<file path="src/design/lzss_stream_decompressor_defines.svh">
// Assertion macros for the LZSS stream decompressor.
`ifndef LZSS_STREAM_DECOMPRESSOR_DEFINES_SVH
`define LZSS_STREAM_DECOMPRESSOR_DEFINES_SVH

// Same-cycle implication, disabled during reset.
`define LZSS_ASSERT_IMPL(label, clk, rst, ante, cons) \
   label: assert property (@(posedge clk) disable iff (rst) (ante) |-> (cons)) \
      else $error("lzss assertion failed");

// Next-cycle implication, disabled during reset.
`define LZSS_ASSERT_NEXT(label, clk, rst, ante, cons) \
   label: assert property (@(posedge clk) disable iff (rst) (ante) |=> (cons)) \
      else $error("lzss assertion failed");

`endif

</file>
<file path="src/design/lzss_pkg.sv">
// Shared types and constants of the LZSS stream decompressor.
package lzss_pkg;

   localparam int DEF_HISTORY_DEPTH = 8192;
   localparam int DEF_MIN_MATCH     = 3;

   localparam int DIST_W      = 13;
   localparam int BYTE_W      = 8;
   localparam int COUNT_W     = 32;
   localparam int RSP_DATA_W  = 48;

   localparam logic [COUNT_W-1:0] LIMIT_RESET = '1;
   localparam logic [3:0]         FLAG_NEED   = 4'd8;

   typedef enum logic [1:0] {
      ST_OK    = 2'd0,
      ST_TRUNC = 2'd1,
      ST_DIST  = 2'd2,
      ST_OVER  = 2'd3
   } status_type;

   typedef enum logic [3:0] {
      S_IDLE,
      S_DECODE,
      S_ADDLEN,
      S_CHKLIM,
      S_READ,
      S_COPY,
      S_LIT,
      S_END,
      S_ERR
   } state_type;

   typedef struct packed {
      logic [COUNT_W-1:0] a;
      logic [COUNT_W-1:0] b;
      logic               sub;
   } alu_req_type;

   typedef struct packed {
      logic [COUNT_W-1:0] sum;
      logic               cout;
   } alu_rsp_type;

   typedef struct packed {
      logic               valid;
      logic [BYTE_W-1:0]  data;
      logic               is_data;
      status_type         status;
      logic [COUNT_W-1:0] count;
   } emit_type;

endpackage

</file>
<file path="src/design/lzss_alu.sv">
// Shared 32-bit add/subtract unit with carry out.
module lzss_alu (
   input  lzss_pkg::alu_req_type req,
   output lzss_pkg::alu_rsp_type rsp
);

   logic [lzss_pkg::COUNT_W:0] res;

   assign res = {1'b0, req.a}
              + {1'b0, req.b ^ {lzss_pkg::COUNT_W{req.sub}}}
              + (lzss_pkg::COUNT_W+1)'(req.sub);

   assign rsp.sum  = res[lzss_pkg::COUNT_W-1:0];
   assign rsp.cout = res[lzss_pkg::COUNT_W];

endmodule

</file>
<file path="config.mk">
export PLATFORM = sky130hd
export DESIGN_NAME = lzss_alu
export DESIGN_NICKNAME = d
export VERILOG_FILES = /design/src/design/lzss_stream_decompressor_defines.svh /design/src/design/lzss_pkg.sv /design/src/design/lzss_alu.sv
export SDC_FILE = /design/constraint.sdc
export NUM_CORES = 1
export LEC_CHECK = 0
export ABC_AREA = 0
export BUFFER_PORTS_ARGS = -buffer_cell sky130_fd_sc_hd__buf_2
export CORE_UTILIZATION = 40
export DETAILED_ROUTE_END_ITERATION = 16
export PLACE_DENSITY = 0.8
export SYNTH_ARGS = -nofsm -noshare
export SYNTH_HDL_FRONTEND = slang
export SYNTH_SLANG_ARGS = --single-unit
</file>
<file path="constraint.sdc">
create_clock -name vclk -period 3.2
set_clock_uncertainty 0.15 [all_clocks]
set_input_delay 0.16 -clock vclk [all_inputs]
set_output_delay 0.16 -clock vclk [all_outputs]
set_load 0.05 [all_outputs]
</file>
Word level (Yosys, flattened, before mapping)
Index checks and enable logic that the tools add are counted.
{ "totals": {"register_bits": 0, "input_bits": 65, "out_inout_bits": 33} }
{ "classes": {"addsub": 2, "bitwise": 1} }
{ "ops": {"columns": ["operator", "n"], "rows": [
  ["$add A32 B32 Y33", 1],
  ["$add A33 B1 Y33", 1],
  ["$xor A32 B32 Y32", 1]
]} }

Logic depth before layout (Yosys ltp)
{ "depth": {"depth_word": 3, "ltp_mapped": 11, "ltp_nobuf": 10} }

Worst setup path before layout
Ideal clock, no wire load.
{ "synth_timing": {"path_kind": "input -> output", "from": "input req[0] (netlist bit)", "to": "output rsp[29] (netlist bit)", "t_arrival_ns": 4.058, "t_required_ns": 2.890, "setup_slack_ns": -1.168, "stages": 11, "path_buffers": 2, "path_cell_list": "buf_2 -> clkbuf_1 -> xor2_1 -> ha_1 -> a21o_1 -> a21o_1 -> a221o_1 -> a221o_1 -> a31o_2 -> nand4_1 -> nor4bb_1"} }
{ "synth_lines": {"columns": ["element", "line_no", "rtl"], "rows": [
  ["start, declared", "lzss_alu.sv:3", "input lzss_pkg::alu_req_type req,"],
  ["end, declared", "lzss_alu.sv:4", "output lzss_pkg::alu_rsp_type rsp"]
]} }

==> impl_metrics.toml <==
[run_status]
status = "finished clean"

[global_route]
first_global_vias = 2318
grt_start_max_net_pins = 18
grt_use_total_pct = 22.1
antenna_found_initial = 0
grt_pass1_wl_um = 9940
overflow = 0

[critical_path]
critical_path_buf_inv_count = 4
arrival_ns = 2.81
end_kind = "output pin"
max_stage_delay_ns = 0.36
crit_path_max_fanout = 8
cp_cell_sequence = "buf_6, buf_12, xor2_1, ha_1, and4_1, a221o_1, a221o_1, a31o_4, a2111oi_4, buf_4, nor4bb_4, buf_6"
path_class = "in2out"
start_kind = "input pin"
cpMaxStageDelayCell = "a221o_1"
crit_required_ns = 2.89
critPathTopFamily = "compound AO/OA/AOI/OAI gates"

[yosys]
syn_inst = 286
synth-warning-count = 0
synth_fp_nets = 386
ys_seq_area_share_pct = 0
netlist_area_um2 = 2110
avgSynthCellArea_um2 = 7.36
synth.distinct_cells = 46

[floorplanning]
die_h_um = 74.6
start_util_pct = 41.5
pin_count = 98
die_width_um = 74.6
core_area_um2 = 5070
rows = 26
die_area_um2 = 5560

[pwr]
clkPwrFrac_pct = 0
ir_worst_vdd_uv = 256
powerDensity_nw_per_um2 = 463
p_leak_nw = 1.69
switching_share_pct = 64.5
sequentialPowerShare_pct = 0
power.share.combinational_pct = 100.0
p_sw_w = 0.000975
intPower_w = 0.000537

[finish]
layout_common_cells = "buf_2 (90), buf_4 (44), xor2_1 (36)"
stdcell_area_um2 = 3260
final_common_cell = "buf_2"
synthToLayoutAreaGrowth_pct = 55.0
seq_area_um2 = 0
drive_gt1_share_pct = 39.8
finalNetCount = 522
diodes = 0
flops_and_latches = 0
clkbuf_count = 0

[sta]
min_period_over_period_pct = 97.6
slew_headroom_pct = 66.5
final_max_slew_viol_count = 0
tightest_slew_ns = 0.495
fmax_mhz = 320
fin_tns_setup_ns = 0
setup_viol = 0
period_minus_slack_ns = 3.12
hold_viol = 0

[drt]
drtIter0Drc = 101
dr.pass1.iters = 4
num_vias = 2679
ant_nets = 0
drc_errors = 0
avgViaCountPerCell = 5.47
wl_per_cell_um = 13.9
wirelength_um = 6800

[placed_design]
dp_hpwl_um = 5610
io_buffers = 98
place_congestion = 0.886
place_area_um2 = 3080

[worst_hold_path]
hold_path_end = "rsp[1]"
hp-start = "req[33]"
hold_class = "in2out"
min_path_cells = 3

[run]
drv_cap = 0

[cts]
cts-hold-fix-buffers = 0
[tightest hold or removal path, stage by stage]
cell and delay, ns:
buf_2 0.09, xor2_1 0.06, buf_2 0.20
[how the worst max path moves through the flow]
stage          endpoint  cells past startpoint  slack, ns   start
2_1_floorplan   rsp[29]                     11      -0.12  req[0]
3_5_place_dp    rsp[29]                     14      -0.17  req[0]
4_1_cts         rsp[30]                     12     -0.009  req[0]
5_1_grt         rsp[29]                     14      -0.04  req[0]
3_3_place_gp    rsp[29]                     14      -0.08  req[0]
6_report        rsp[29]                     12       0.08  req[0]
[cell families after synthesis]
logic type,share of synthesized area [%]
AO/OA/AOI/OAI,32.9
AND/OR/NAND/NOR,17.7
XOR/XNOR,24.1
adder cells (fa/ha/maj),21.2
multiplexers,0.951
buffers and inverters,3.15
[repair_timing]
item / CTS / global route
gates cloned: 0 / 1
buffers inserted: 0 / 5
pin swaps: 3 / 6
gates resized for setup: 12 / 16
setup endpoints to repair: 9 / 14
[cells in the mapped netlist, types with 4 or more instances]
cell | instances | area, um2
o21a_1 | 5 | 37.5
nand2_1 | 19 | 71.3
clkbuf_1 | 6 | 22.5
nor2_1 | 10 | 37.5
o21bai_1 | 6 | 45.0
nand3_1 | 12 | 60.1
and3_1 | 6 | 37.5
o211ai_1 | 5 | 37.5
ha_1 | 34 | 425
and2_1 | 4 | 25.0
inv_1 | 9 | 33.8
a211oi_1 | 4 | 30.0
a21oi_1 | 31 | 155
a21o_1 | 16 | 120
xnor2_1 | 17 | 149
o31ai_1 | 4 | 30.0
o21ai_0 | 8 | 40.0
xor2_1 | 41 | 359
nor2b_1 | 5 | 31.3
[cell type report]
class                      count  area, um2
fill                         436       1810
inverter                       9       33.8
multi-input combinational    269       2250
tap                           70       87.6
timing repair buffer         142        890
[per-stage QoR]
step / instances / utilization [%] / hold WS (ns) / power, W / setup WS (ns)
after floorplan: 286 / - / 0.438 / 0.00106 / -0.118
after global placement: 484 / 60.7 / 0.521 / 0.00141 / -0.0759
after detailed placement: 484 / 60.7 / 0.528 / 0.00143 / -0.174
after CTS: 484 / 61.5 / 0.528 / 0.00146 / -0.00859
after global routing: 490 / 64.3 / 0.545 / 0.00160 / -0.0390
final: 490 / 64.3 / 0.524 / 0.00151 / 0.0768
[routing by layer]
| metal | vias to the layer above | track usage, % | part of all wire, % |
|---|---|---|---|
| met1 | 1248 | 28.9 | 45 |
| li1 | 1338 | - | - |
| met2 | 87 | 42.0 | 51 |
| met5 | - | 0 | 0 |
| met3 | 6 | 0.136 | 3.1 |
| met4 | 0 | 1.47 | 0.53 |
[power groups by stage]
stage               Clock (W)  Combinational (W)  Sequential, W
floorplan                   0            0.00106              0
global placement            0            0.00141              0
detailed placement          0            0.00143              0
CTS                         0            0.00146              0
global route                0            0.00160              0
finish                      0            0.00151              0
No activity file was read; power rests on OpenSTA's default activity.
