<file path="src/design/lzss_stream_decompressor_defines.svh">
// Assertion macros for the LZSS stream decompressor.
`ifndef LZSS_STREAM_DECOMPRESSOR_DEFINES_SVH
`define LZSS_STREAM_DECOMPRESSOR_DEFINES_SVH

// Same-cycle implication, disabled during reset.
`define LZSS_ASSERT_IMPL(label, clk, rst, ante, cons) \
   label: assert property (@(posedge clk) disable iff (rst) (ante) |-> (cons)) \
      else $error("lzss assertion failed");

// Next-cycle implication, disabled during reset.
`define LZSS_ASSERT_NEXT(label, clk, rst, ante, cons) \
   label: assert property (@(posedge clk) disable iff (rst) (ante) |=> (cons)) \
      else $error("lzss assertion failed");

`endif

</file>
<file path="src/design/lzss_pkg.sv">
// Shared types and constants of the LZSS stream decompressor.
package lzss_pkg;

   localparam int DEF_HISTORY_DEPTH = 8192;
   localparam int DEF_MIN_MATCH     = 3;

   localparam int DIST_W      = 13;
   localparam int BYTE_W      = 8;
   localparam int COUNT_W     = 32;
   localparam int RSP_DATA_W  = 48;

   localparam logic [COUNT_W-1:0] LIMIT_RESET = '1;
   localparam logic [3:0]         FLAG_NEED   = 4'd8;

   typedef enum logic [1:0] {
      ST_OK    = 2'd0,
      ST_TRUNC = 2'd1,
      ST_DIST  = 2'd2,
      ST_OVER  = 2'd3
   } status_type;

   typedef enum logic [3:0] {
      S_IDLE,
      S_DECODE,
      S_ADDLEN,
      S_CHKLIM,
      S_READ,
      S_COPY,
      S_LIT,
      S_END,
      S_ERR
   } state_type;

   typedef struct packed {
      logic [COUNT_W-1:0] a;
      logic [COUNT_W-1:0] b;
      logic               sub;
   } alu_req_type;

   typedef struct packed {
      logic [COUNT_W-1:0] sum;
      logic               cout;
   } alu_rsp_type;

   typedef struct packed {
      logic               valid;
      logic [BYTE_W-1:0]  data;
      logic               is_data;
      status_type         status;
      logic [COUNT_W-1:0] count;
   } emit_type;

endpackage

</file>
<file path="src/design/lzss_seq.sv">
// Sequencer: decodes flag, literal and token bytes and drives the shared unit.
module lzss_seq #(
   parameter  int HISTORY_DEPTH = lzss_pkg::DEF_HISTORY_DEPTH,
   parameter  int MIN_MATCH     = lzss_pkg::DEF_MIN_MATCH,
   localparam int AddrW         = $clog2(HISTORY_DEPTH)
) (
   input  logic                         clock,
   input  logic                         reset,
   input  logic                         req_valid,
   output logic                         req_ready,
   input  logic [lzss_pkg::BYTE_W-1:0]  req_byte,
   input  logic                         req_last,
   input  logic [lzss_pkg::COUNT_W-1:0] limit,
   input  logic                         out_free,
   output lzss_pkg::emit_type           emit,
   output lzss_pkg::alu_req_type        alu_req,
   input  lzss_pkg::alu_rsp_type        alu_rsp,
   output logic                         mem_wr_en,
   output logic [AddrW-1:0]             mem_wr_addr,
   output logic [lzss_pkg::BYTE_W-1:0]  mem_wr_data,
   output logic                         mem_rd_en,
   output logic [AddrW-1:0]             mem_rd_addr,
   input  logic [lzss_pkg::BYTE_W-1:0]  mem_rd_data
);

   localparam int LenW  = $clog2(7 + MIN_MATCH + 1);
   localparam int DistW = lzss_pkg::DIST_W + 1;
   localparam int PtrW  = ((AddrW > DistW) ? AddrW : DistW) + 1;

   lzss_pkg::state_type          state_ff, state_in;
   logic [lzss_pkg::BYTE_W-1:0]  byte_ff, byte_in;
   logic                         last_ff, last_in;
   logic [lzss_pkg::BYTE_W-1:0]  flag_ff, flag_in;
   logic [3:0]                   bitpos_ff, bitpos_in;
   logic                         phase_ff, phase_in;
   logic [lzss_pkg::BYTE_W-1:0]  low_ff, low_in;
   logic                         disc_ff, disc_in;
   logic [lzss_pkg::COUNT_W-1:0] produced_ff, produced_in;
   logic [AddrW-1:0]             wr_ptr_ff, wr_ptr_in;
   logic [AddrW-1:0]             rd_ptr_ff, rd_ptr_in;
   logic [LenW-1:0]              len_ff, len_in;
   logic [lzss_pkg::COUNT_W-1:0] sum_ff, sum_in;
   logic                         sum_hi_ff, sum_hi_in;
   lzss_pkg::status_type         err_ff, err_in;

   logic [DistW-1:0] tok_dist;
   logic [LenW-1:0]  tok_len;
   logic [PtrW-1:0]  back;
   logic [PtrW-1:0]  start;
   logic             flag_bit;
   logic [AddrW-1:0] wr_ptr_next;
   logic [AddrW-1:0] rd_ptr_next;

   assign tok_dist = {1'b0, byte_ff[7:3], low_ff} + DistW'(1);
   assign tok_len  = LenW'(byte_ff[2:0]) + LenW'(MIN_MATCH);
   assign back     = PtrW'(wr_ptr_ff) - PtrW'(tok_dist);
   assign start    = back[PtrW-1] ? back + PtrW'(HISTORY_DEPTH) : back;
   assign flag_bit = flag_ff[bitpos_ff[2:0]];

   assign wr_ptr_next = (wr_ptr_ff == AddrW'(HISTORY_DEPTH - 1)) ? '0 : wr_ptr_ff + 1'b1;
   assign rd_ptr_next = (rd_ptr_ff == AddrW'(HISTORY_DEPTH - 1)) ? '0 : rd_ptr_ff + 1'b1;

   always_comb begin
      state_in = state_ff;
      case (state_ff)
         lzss_pkg::S_IDLE: begin
            if (req_valid) state_in = lzss_pkg::S_DECODE;
         end
         lzss_pkg::S_DECODE: begin
            if (disc_ff) begin
               state_in = lzss_pkg::S_IDLE;
            end else if (bitpos_ff[3]) begin
               state_in = lzss_pkg::S_END;
            end else if (!flag_bit) begin
               state_in = alu_rsp.cout ? lzss_pkg::S_ERR : lzss_pkg::S_LIT;
            end else if (!phase_ff) begin
               state_in = lzss_pkg::S_END;
            end else begin
               state_in = alu_rsp.cout ? lzss_pkg::S_ADDLEN : lzss_pkg::S_ERR;
            end
         end
         lzss_pkg::S_ADDLEN: state_in = lzss_pkg::S_CHKLIM;
         lzss_pkg::S_CHKLIM: begin
            state_in = (sum_hi_ff || !alu_rsp.cout) ? lzss_pkg::S_ERR : lzss_pkg::S_READ;
         end
         lzss_pkg::S_READ: state_in = lzss_pkg::S_COPY;
         lzss_pkg::S_COPY: begin
            if (out_free) begin
               state_in = (len_ff == LenW'(1)) ? lzss_pkg::S_END : lzss_pkg::S_READ;
            end
         end
         lzss_pkg::S_LIT: begin
            if (out_free) state_in = lzss_pkg::S_END;
         end
         lzss_pkg::S_END: begin
            if (!last_ff || out_free) state_in = lzss_pkg::S_IDLE;
         end
         lzss_pkg::S_ERR: begin
            if (out_free) state_in = lzss_pkg::S_IDLE;
         end
         default: state_in = lzss_pkg::S_IDLE;
      endcase
   end

   always_comb begin
      byte_in     = byte_ff;
      last_in     = last_ff;
      flag_in     = flag_ff;
      bitpos_in   = bitpos_ff;
      phase_in    = phase_ff;
      low_in      = low_ff;
      disc_in     = disc_ff;
      produced_in = produced_ff;
      wr_ptr_in   = wr_ptr_ff;
      rd_ptr_in   = rd_ptr_ff;
      len_in      = len_ff;
      sum_in      = sum_ff;
      sum_hi_in   = sum_hi_ff;
      err_in      = err_ff;
      req_ready   = 1'b0;
      alu_req     = '0;
      emit        = '0;
      mem_wr_en   = 1'b0;
      mem_wr_addr = wr_ptr_ff;
      mem_wr_data = byte_ff;
      mem_rd_en   = 1'b0;
      mem_rd_addr = rd_ptr_ff;

      case (state_ff)
         lzss_pkg::S_IDLE: begin
            req_ready = 1'b1;
            if (req_valid) begin
               byte_in = req_byte;
               last_in = req_last;
            end
         end
         lzss_pkg::S_DECODE: begin
            if (disc_ff) begin
               if (last_ff) begin
                  produced_in = '0;
                  wr_ptr_in   = '0;
                  flag_in     = '0;
                  bitpos_in   = lzss_pkg::FLAG_NEED;
                  phase_in    = 1'b0;
                  low_in      = '0;
                  disc_in     = 1'b0;
               end
            end else if (bitpos_ff[3]) begin
               flag_in   = byte_ff;
               bitpos_in = '0;
            end else if (!flag_bit) begin
               alu_req.a   = produced_ff;
               alu_req.b   = limit;
               alu_req.sub = 1'b1;
               err_in      = lzss_pkg::ST_OVER;
            end else if (!phase_ff) begin
               low_in   = byte_ff;
               phase_in = 1'b1;
            end else begin
               alu_req.a   = produced_ff;
               alu_req.b   = lzss_pkg::COUNT_W'(tok_dist);
               alu_req.sub = 1'b1;
               phase_in    = 1'b0;
               err_in      = lzss_pkg::ST_DIST;
               len_in      = tok_len;
               rd_ptr_in   = AddrW'(start);
            end
         end
         lzss_pkg::S_ADDLEN: begin
            alu_req.a   = produced_ff;
            alu_req.b   = lzss_pkg::COUNT_W'(len_ff);
            alu_req.sub = 1'b0;
            sum_in      = alu_rsp.sum;
            sum_hi_in   = alu_rsp.cout;
         end
         lzss_pkg::S_CHKLIM: begin
            alu_req.a   = limit;
            alu_req.b   = sum_ff;
            alu_req.sub = 1'b1;
            err_in      = lzss_pkg::ST_OVER;
            if (!sum_hi_ff && alu_rsp.cout) begin
               bitpos_in = bitpos_ff + 4'd1;
            end
         end
         lzss_pkg::S_READ: begin
            mem_rd_en = 1'b1;
            rd_ptr_in = rd_ptr_next;
         end
         lzss_pkg::S_COPY: begin
            alu_req.a   = produced_ff;
            alu_req.b   = lzss_pkg::COUNT_W'(1);
            alu_req.sub = 1'b0;
            mem_wr_data = mem_rd_data;
            if (out_free) begin
               emit.valid   = 1'b1;
               emit.data    = mem_rd_data;
               emit.is_data = 1'b1;
               emit.status  = lzss_pkg::ST_OK;
               mem_wr_en    = 1'b1;
               produced_in  = alu_rsp.sum;
               wr_ptr_in    = wr_ptr_next;
               len_in       = len_ff - LenW'(1);
            end
         end
         lzss_pkg::S_LIT: begin
            alu_req.a   = produced_ff;
            alu_req.b   = lzss_pkg::COUNT_W'(1);
            alu_req.sub = 1'b0;
            if (out_free) begin
               emit.valid   = 1'b1;
               emit.data    = byte_ff;
               emit.is_data = 1'b1;
               emit.status  = lzss_pkg::ST_OK;
               mem_wr_en    = 1'b1;
               produced_in  = alu_rsp.sum;
               wr_ptr_in    = wr_ptr_next;
               bitpos_in    = bitpos_ff + 4'd1;
            end
         end
         lzss_pkg::S_END: begin
            if (last_ff && out_free) begin
               emit.valid  = 1'b1;
               emit.status = phase_ff ? lzss_pkg::ST_TRUNC : lzss_pkg::ST_OK;
               emit.count  = produced_ff;
               produced_in = '0;
               wr_ptr_in   = '0;
               flag_in     = '0;
               bitpos_in   = lzss_pkg::FLAG_NEED;
               phase_in    = 1'b0;
               low_in      = '0;
               disc_in     = 1'b0;
            end
         end
         lzss_pkg::S_ERR: begin
            if (out_free) begin
               emit.valid  = 1'b1;
               emit.status = err_ff;
               emit.count  = produced_ff;
               if (last_ff) begin
                  produced_in = '0;
                  wr_ptr_in   = '0;
                  flag_in     = '0;
                  bitpos_in   = lzss_pkg::FLAG_NEED;
                  phase_in    = 1'b0;
                  low_in      = '0;
                  disc_in     = 1'b0;
               end else begin
                  disc_in = 1'b1;
               end
            end
         end
         default: begin
            req_ready = 1'b0;
         end
      endcase
   end

   always_ff @(posedge clock) begin
      if (reset) begin
         state_ff    <= lzss_pkg::S_IDLE;
         flag_ff     <= '0;
         bitpos_ff   <= lzss_pkg::FLAG_NEED;
         phase_ff    <= 1'b0;
         low_ff      <= '0;
         disc_ff     <= 1'b0;
         produced_ff <= '0;
         wr_ptr_ff   <= '0;
      end else begin
         state_ff    <= state_in;
         flag_ff     <= flag_in;
         bitpos_ff   <= bitpos_in;
         phase_ff    <= phase_in;
         low_ff      <= low_in;
         disc_ff     <= disc_in;
         produced_ff <= produced_in;
         wr_ptr_ff   <= wr_ptr_in;
      end
   end

   always_ff @(posedge clock) begin
      byte_ff   <= byte_in;
      last_ff   <= last_in;
      rd_ptr_ff <= rd_ptr_in;
      len_ff    <= len_in;
      sum_ff    <= sum_in;
      sum_hi_ff <= sum_hi_in;
      err_ff    <= err_in;
   end

endmodule

</file>
<file path="config.mk">
export PLATFORM = sky130hd
export DESIGN_NAME = lzss_seq
export DESIGN_NICKNAME = d
export VERILOG_FILES = /design/src/design/lzss_stream_decompressor_defines.svh /design/src/design/lzss_pkg.sv /design/src/design/lzss_seq.sv
export SDC_FILE = /design/constraint.sdc
export NUM_CORES = 1
export LEC_CHECK = 0
export BUFFER_PORTS_ARGS = -buffer_cell sky130_fd_sc_hd__buf_2
export CELL_PAD_IN_SITES_DETAIL_PLACEMENT = 2
export CELL_PAD_IN_SITES_GLOBAL_PLACEMENT = 2
export CORE_MARGIN = 2
export CORE_UTILIZATION = 31
export DETAILED_ROUTE_END_ITERATION = 16
export GPL_TIMING_DRIVEN = 0
export PLACE_DENSITY = 0.93
export RECOVER_POWER = 25
export SLEW_MARGIN = 5
export SYNTH_ARGS = -nofsm -noshare
export SYNTH_HDL_FRONTEND = slang
export SYNTH_SLANG_ARGS = --single-unit
</file>
<file path="constraint.sdc">
create_clock -name clock -period 3.5 [get_ports clock]
set_input_delay 0.175 -clock clock [delete_from_list [all_inputs] [get_ports clock]]
set_output_delay 0.175 -clock clock [all_outputs]
set_load 0.01 [all_outputs]
</file>
# Yosys cells after proc, flatten, opt, wreduce, memory -nomap -nowiden
# Index checks and enable logic that the tools add are counted.
# Widths: inputs -> output; s select.
classes:
  addsub: 8
  n_mul: 0
  div: 0
  order_cmp: 1
  n_eq_ne: 29
  shift: 0
  muxes: 100
  bitwise: 0
  reduce_logical: 27
op_table:
  columns: ["cell", "count"]
  rows:
  - ["$mux 65", 4]
  - ["$pmux 65 s4", 1]
  - ["$mux 32", 5]
  - ["$mux 13", 12]
  - ["$pmux 32 s4", 1]
  - ["$mux 8", 12]
  - ["$mux 4", 23]
  - ["$pmux 32 s2", 1]
  - ["$pmux 13 s4", 1]
  - ["$pmux 8 s3", 2]
  - ["$add 13x1->13 const B", 3]
  - ["$pmux 4 s9", 1]
  - ["$mux 34", 1]
  - ["$mux 33", 1]
  - ["$eq 13x13->1 const B", 2]
  - ["$pmux 13 s2", 1]
  - ["$reduce_and 5->1", 5]
  - ["$mux 12", 2]
  - ["$ne 2x2->1 const B", 12]
  - ["$pmux 4 s5", 1]
  - ["$pmux 9 s2", 1]
  - ["$reduce_and 6->1", 3]
  - ["$mux 1", 17]
  - ["$eq 4x3->1 const B", 4]
  - ["31 further kinds", 49]
word_totals:
  register_bits: 132
  latch_bits: 0
  mem_bits_rw: 0
  mem_bits_ro: 0
  out_inout_bits: 146
  elab_cells: 181
  mem_count: 0

# Longest topological paths before layout
logic_depth:
  ltp_word: 9
  ltp_mapped: 12
  ltp_nobuf: 11

# Worst setup path after synthesis
# No wires, ideal clock.
synth_path:
  path_type: "reg-to-output"
  startpoint: "register state_ff[0]"
  endpoint: "output alu_req[1] in the netlist's numbering"
  arrival_ps: 2961
  slack_ps: 364
  path_stages_with_launch: 7
  path_buffers: 2
  cell_sequence: "dfxtp_1 -> buf_2 -> buf_2 -> or2_2 -> nor2_1 -> a221oi_1 -> o21ai_0"
synth_lines:
  columns: ["element", "line_no", "text"]
  rows:
  - ["start: declaration", "lzss_seq.sv:30", "lzss_pkg::state_type state_ff, state_in;"]
  - ["start signal: assignment", "lzss_seq.sv:260", "state_ff <= lzss_pkg::S_IDLE;"]
  - ["start signal: assignment", "lzss_seq.sv:269", "state_ff <= state_in;"]
  - ["end: declaration", "lzss_seq.sv:16", "output lzss_pkg::alu_req_type alu_req,"]

==> run summary <==
The average instance in the mapped netlist occupies 8.94 µm². The shortest period the worst path allows was 3.47 ns; the transition time at the pin with the least slew margin was 0.960 ns. The fraction of final layout cells sized beyond drive strength 1 came out at 22.4%. IR analysis of the VDD net gives a maximum drop of 0.382 mV.

Maximum level of the CTS H-tree: 4. Count of placed standard cells in the final layout, fillers left out: 1500. The maximum cell stage delay along the critical path is 0.55 ns. The tools report the number of DRC markers after the initial detailed-route iteration as 991. Among all flip-flop cells after synthesis, the most frequent one is dfxtp_1. The chip width came out at 162 µm. STA classifies the critical path endpoint as a primary output. The share of flip-flops with an asynchronous set or reset is 0%.

The tools report the detailed placement HPWL as 27800 µm. The leakage power of the design was 4.11 nW. Clock tree synthesis inserted a total of 17 buffers. Counting stages on the worst path, the most repeated cell is clkbuf_2. After detailed routing, the total wire length is 45100 µm.

Dividing total power by cell area gives a power density of 653 nW/µm². Along the worst path, the maximum fanout reaches 10. The repair_antennas step left the layout with diodes totalling 0. The worst setup path is of the flip-flop to primary output kind. The run gives 3.32 ns as the required time at the endpoint of the critical path. The worst clock skew was 0.0158 ns. Once layout is done, the placed cells without fillers occupy 10300 µm². In this run the core area contains 57 standard-cell rows. The path class of the tightest hold or removal check is input port to flip-flop.

Setup violations remaining at the end of the flow were counted as 0. The tools report the weighted congestion reported at the end of routability-driven placement as 0.906. Port buffer count: 229.

In this run the vertical extent of the chip is 162 µm. The signal on the critical path passes through mux4_2 -> mux2i_1 -> clkbuf_2 -> clkbuf_2 -> a21oi_1 -> o21ai_1 -> buf_2. Number of global-route vias before repair: 10062. At the end of the flow, the number of nets in the layout was 1269. In this run, distinct cell masters in the synthesized netlist total 78. Counting both buffers and inverters, the worst setup path holds a total of 3.

The cell total after placement is 1424, and the count of final hold-check violations is 0. Once placement finished, the instance area stood at 9370 µm². The area enclosed by the die boundary was 26300 µm²; the final routed wire length divided by cell count was 30.0 µm. Entering global routing, the biggest net connects 28 pins.

The clock drives 131 sinks. For the synthesized netlist cell count, the log shows 869. Master cell of the clock root buffer: clkbuf_16.

In this run, synthesis inferred 60 flip-flops with an integrated enable. The tools report the startpoint type of the worst setup path as a flip-flop. The number of nets handed over by synthesis was 975.

Relative to the synthesized area, the layout overhead comes to 33.2%. Counting flops and latches in the post-synthesis netlist gives 131. For the total track usage, the log shows 34.0%. Once layout is complete, the utilization of the core stands at 42.3%.

For this run, the detailed router's first-pass iteration total came to 5. In this run the standard cell core region covers 24500 µm². STA puts the critical path data arrival time at 3.29 ns.

The post-route DRC violation count was 0; the clock transition at the registers of the reported paths was 0.07 ns. The total congestion overflow after global routing is 0, and the I/O pin count is 232. Headroom to the max-slew limit came out at 35.6%. The max-cap check violation count was 0. The synthesized netlist occupies a cell area of 7770 µm². The flow ran to the end, and the final reports show no timing, DRC or antenna violations. For this run, the number of Yosys warnings is 0. The logs give 1 for the number of antenna violations at the first check in global routing and 31.8% for the effective utilization at floorplan.

The final critical path takes up 99.1% of the cycle. On the critical path the largest part of the delay comes from multiplexers. In this run the remaining antenna-violating nets after routing total 0. TritonCTS built the clock tree. The clock passes through at most 2 buffers.

After synthesis, flip-flops and latches occupy 41.5% of the total area. For the later-pin clock latency in the skew report, the log shows 0.48 ns. The maximum frequency from static timing analysis is 288 MHz. The via density per instance works out to 6.07. Worst-path cell with the longest stage delay: mux4_2. The number of vias after detailed routing came out at 9112. The final number of max-transition violations was 0. The first global-routing pass estimated 66700 µm of wire.
## worst paths after layout
kind / start / to / slack, ns / cells after the start
setup / recovery: bitpos_ff[1] / alu_req[1] / 0.03 / 7
hold / removal: req_valid / state_ff[1] / 0.33 / 3
setup reg to reg: low_ff[0] / mem_rd_addr[12] / 0.31 / 11
hold reg to reg: produced_ff[13] / produced_ff[13] / 0.49 / 2
## Yosys cell counts (3+ instances only)
cell type / instances / share of area [%]
a211oi_1: 4 / 0.39
a21o_1: 4 / 0.39
a21oi_1: 82 / 5.3
a22o_1: 74 / 8.3
a22oi_1: 4 / 0.39
a311oi_1: 3 / 0.34
a41oi_1: 3 / 0.34
and2_1: 38 / 3.1
and3_1: 9 / 0.72
buf_1: 10 / 0.48
buf_2: 15 / 0.97
buf_4: 5 / 0.48
clkbuf_1: 38 / 1.8
dfxtp_1: 71 / 18
edfxtp_1: 60 / 23
ha_1: 19 / 3.1
inv_1: 21 / 1.0
mux2_2: 5 / 0.72
mux2i_1: 6 / 0.77
nand2_1: 84 / 4.1
nand2b_1: 7 / 0.56
nand3_1: 59 / 3.8
nand3b_1: 5 / 0.48
nand4_1: 4 / 0.32
nand4b_1: 4 / 0.45
nor2_1: 55 / 2.7
nor2b_1: 6 / 0.48
nor3_1: 13 / 0.84
nor3b_1: 3 / 0.29
o21ai_0: 39 / 2.5
o21ai_1: 3 / 0.19
o21bai_1: 3 / 0.29
o22ai_1: 13 / 1.0
or2_2: 6 / 0.48
or3_1: 5 / 0.40
xnor2_1: 21 / 2.4
xor2_1: 13 / 1.5
## sequential cells by signal, indices dropped and copies added, names as in the netlist
register,flops
len_ff,4
bitpos_ff,4
sum_ff,32
last_ff,1
state_ff,4
err_ff,1
mem_wr_addr,13
phase_ff,1
mem_rd_addr,13
low_ff,8
sum_hi_ff,1
produced_ff,32
byte_ff,8
disc_ff,1
flag_ff,8
## layout by cell type, fill, tap and decap left out, drive strengths merged, types with 6 or more instances in the layout
cell type	instances
a21oi	82
a22o	74
and2	38
and3	9
buf	202
clkbuf	116
dfxtp	71
dlygate4sd3	42
edfxtp	60
ha	19
inv	33
mux2i	6
nand2	84
nand2b	7
nand3	59
nor2	57
nor2b	6
nor3	14
o21ai	44
o22ai	14
or2	7
xnor2	21
xor2	13
## report_power, final
part	total [mW]	switching (mW)	leakage, nW	internal, mW
clock network	1.90	0.950	0.287	0.955
logic	2.82	1.96	2.71	0.860
registers	2.03	0.157	1.11	1.87
## area by class of cell
class                   count  area (µm²)
clock inverters            15         151
well taps                 324         405
inverters                  22        82.6
flip-flops and latches    131        3220
clock buffers              17         425
multi-input cells         648        4210
fillers                  2697       14100
repair buffers            275        1540
plain buffers              68         310
## through the flow
stage / setup slack, ns / total power [mW] / setup TNS [ns] / hold WS (ns)
3_5_place_dp: 0.275 / 4.49 / 0 / 0.354
2_1_floorplan: 0.364 / 3.49 / 0 / 0.274
3_3_place_gp: -1.00 / 4.33 / -15.57 / 0.354
4_1_cts: 0.0153 / 6.46 / 0 / 0.248
5_1_grt: -0.00540 / 6.92 / -0.00540 / 0.365
6_report: 0.0304 / 6.76 / 0 / 0.326
## kinds of logic (layout without fill, tap and decap cells)
group	count (synthesis)	count (layout)	synth area share [%]
muxes	13	13	2.08
adders and majority gates	21	21	3.45
buffers and inverters	90	397	4.83
and+or+nand+nor	315	315	20.7
xor gates and xnor gates	35	35	4.12
AOI/OAI and AO/OA	264	264	23.3
DFF	131	131	41.5
## worst reg2reg max path, delay by kind of cell, from the launching register on
family          cells  cell delay, ns
simple gates        5            1.11
xor+xnor            2            0.36
flops               1            0.50
fa+ha+maj           2            0.61
compound gates      2            0.35
## per-layer routing
layer,vias up,GRT usage (%),wire length (µm)
met5,-,0,13
met1,4587,39.7,17400
li1,3792,-,-
met3,189,8.12,3170
met2,542,57.1,21700
met4,2,19.3,2680
## repair_timing
item	4_1_cts	5_1_grt
pin swaps	0	1
cloned	0	0
buffers inserted	0	2
hold buffers	42	0
endpoints found under the hold margin	53	0
endpoints found under the setup margin	26	63
gates resized for setup	7	17
(Power assumes the default switching activity.)
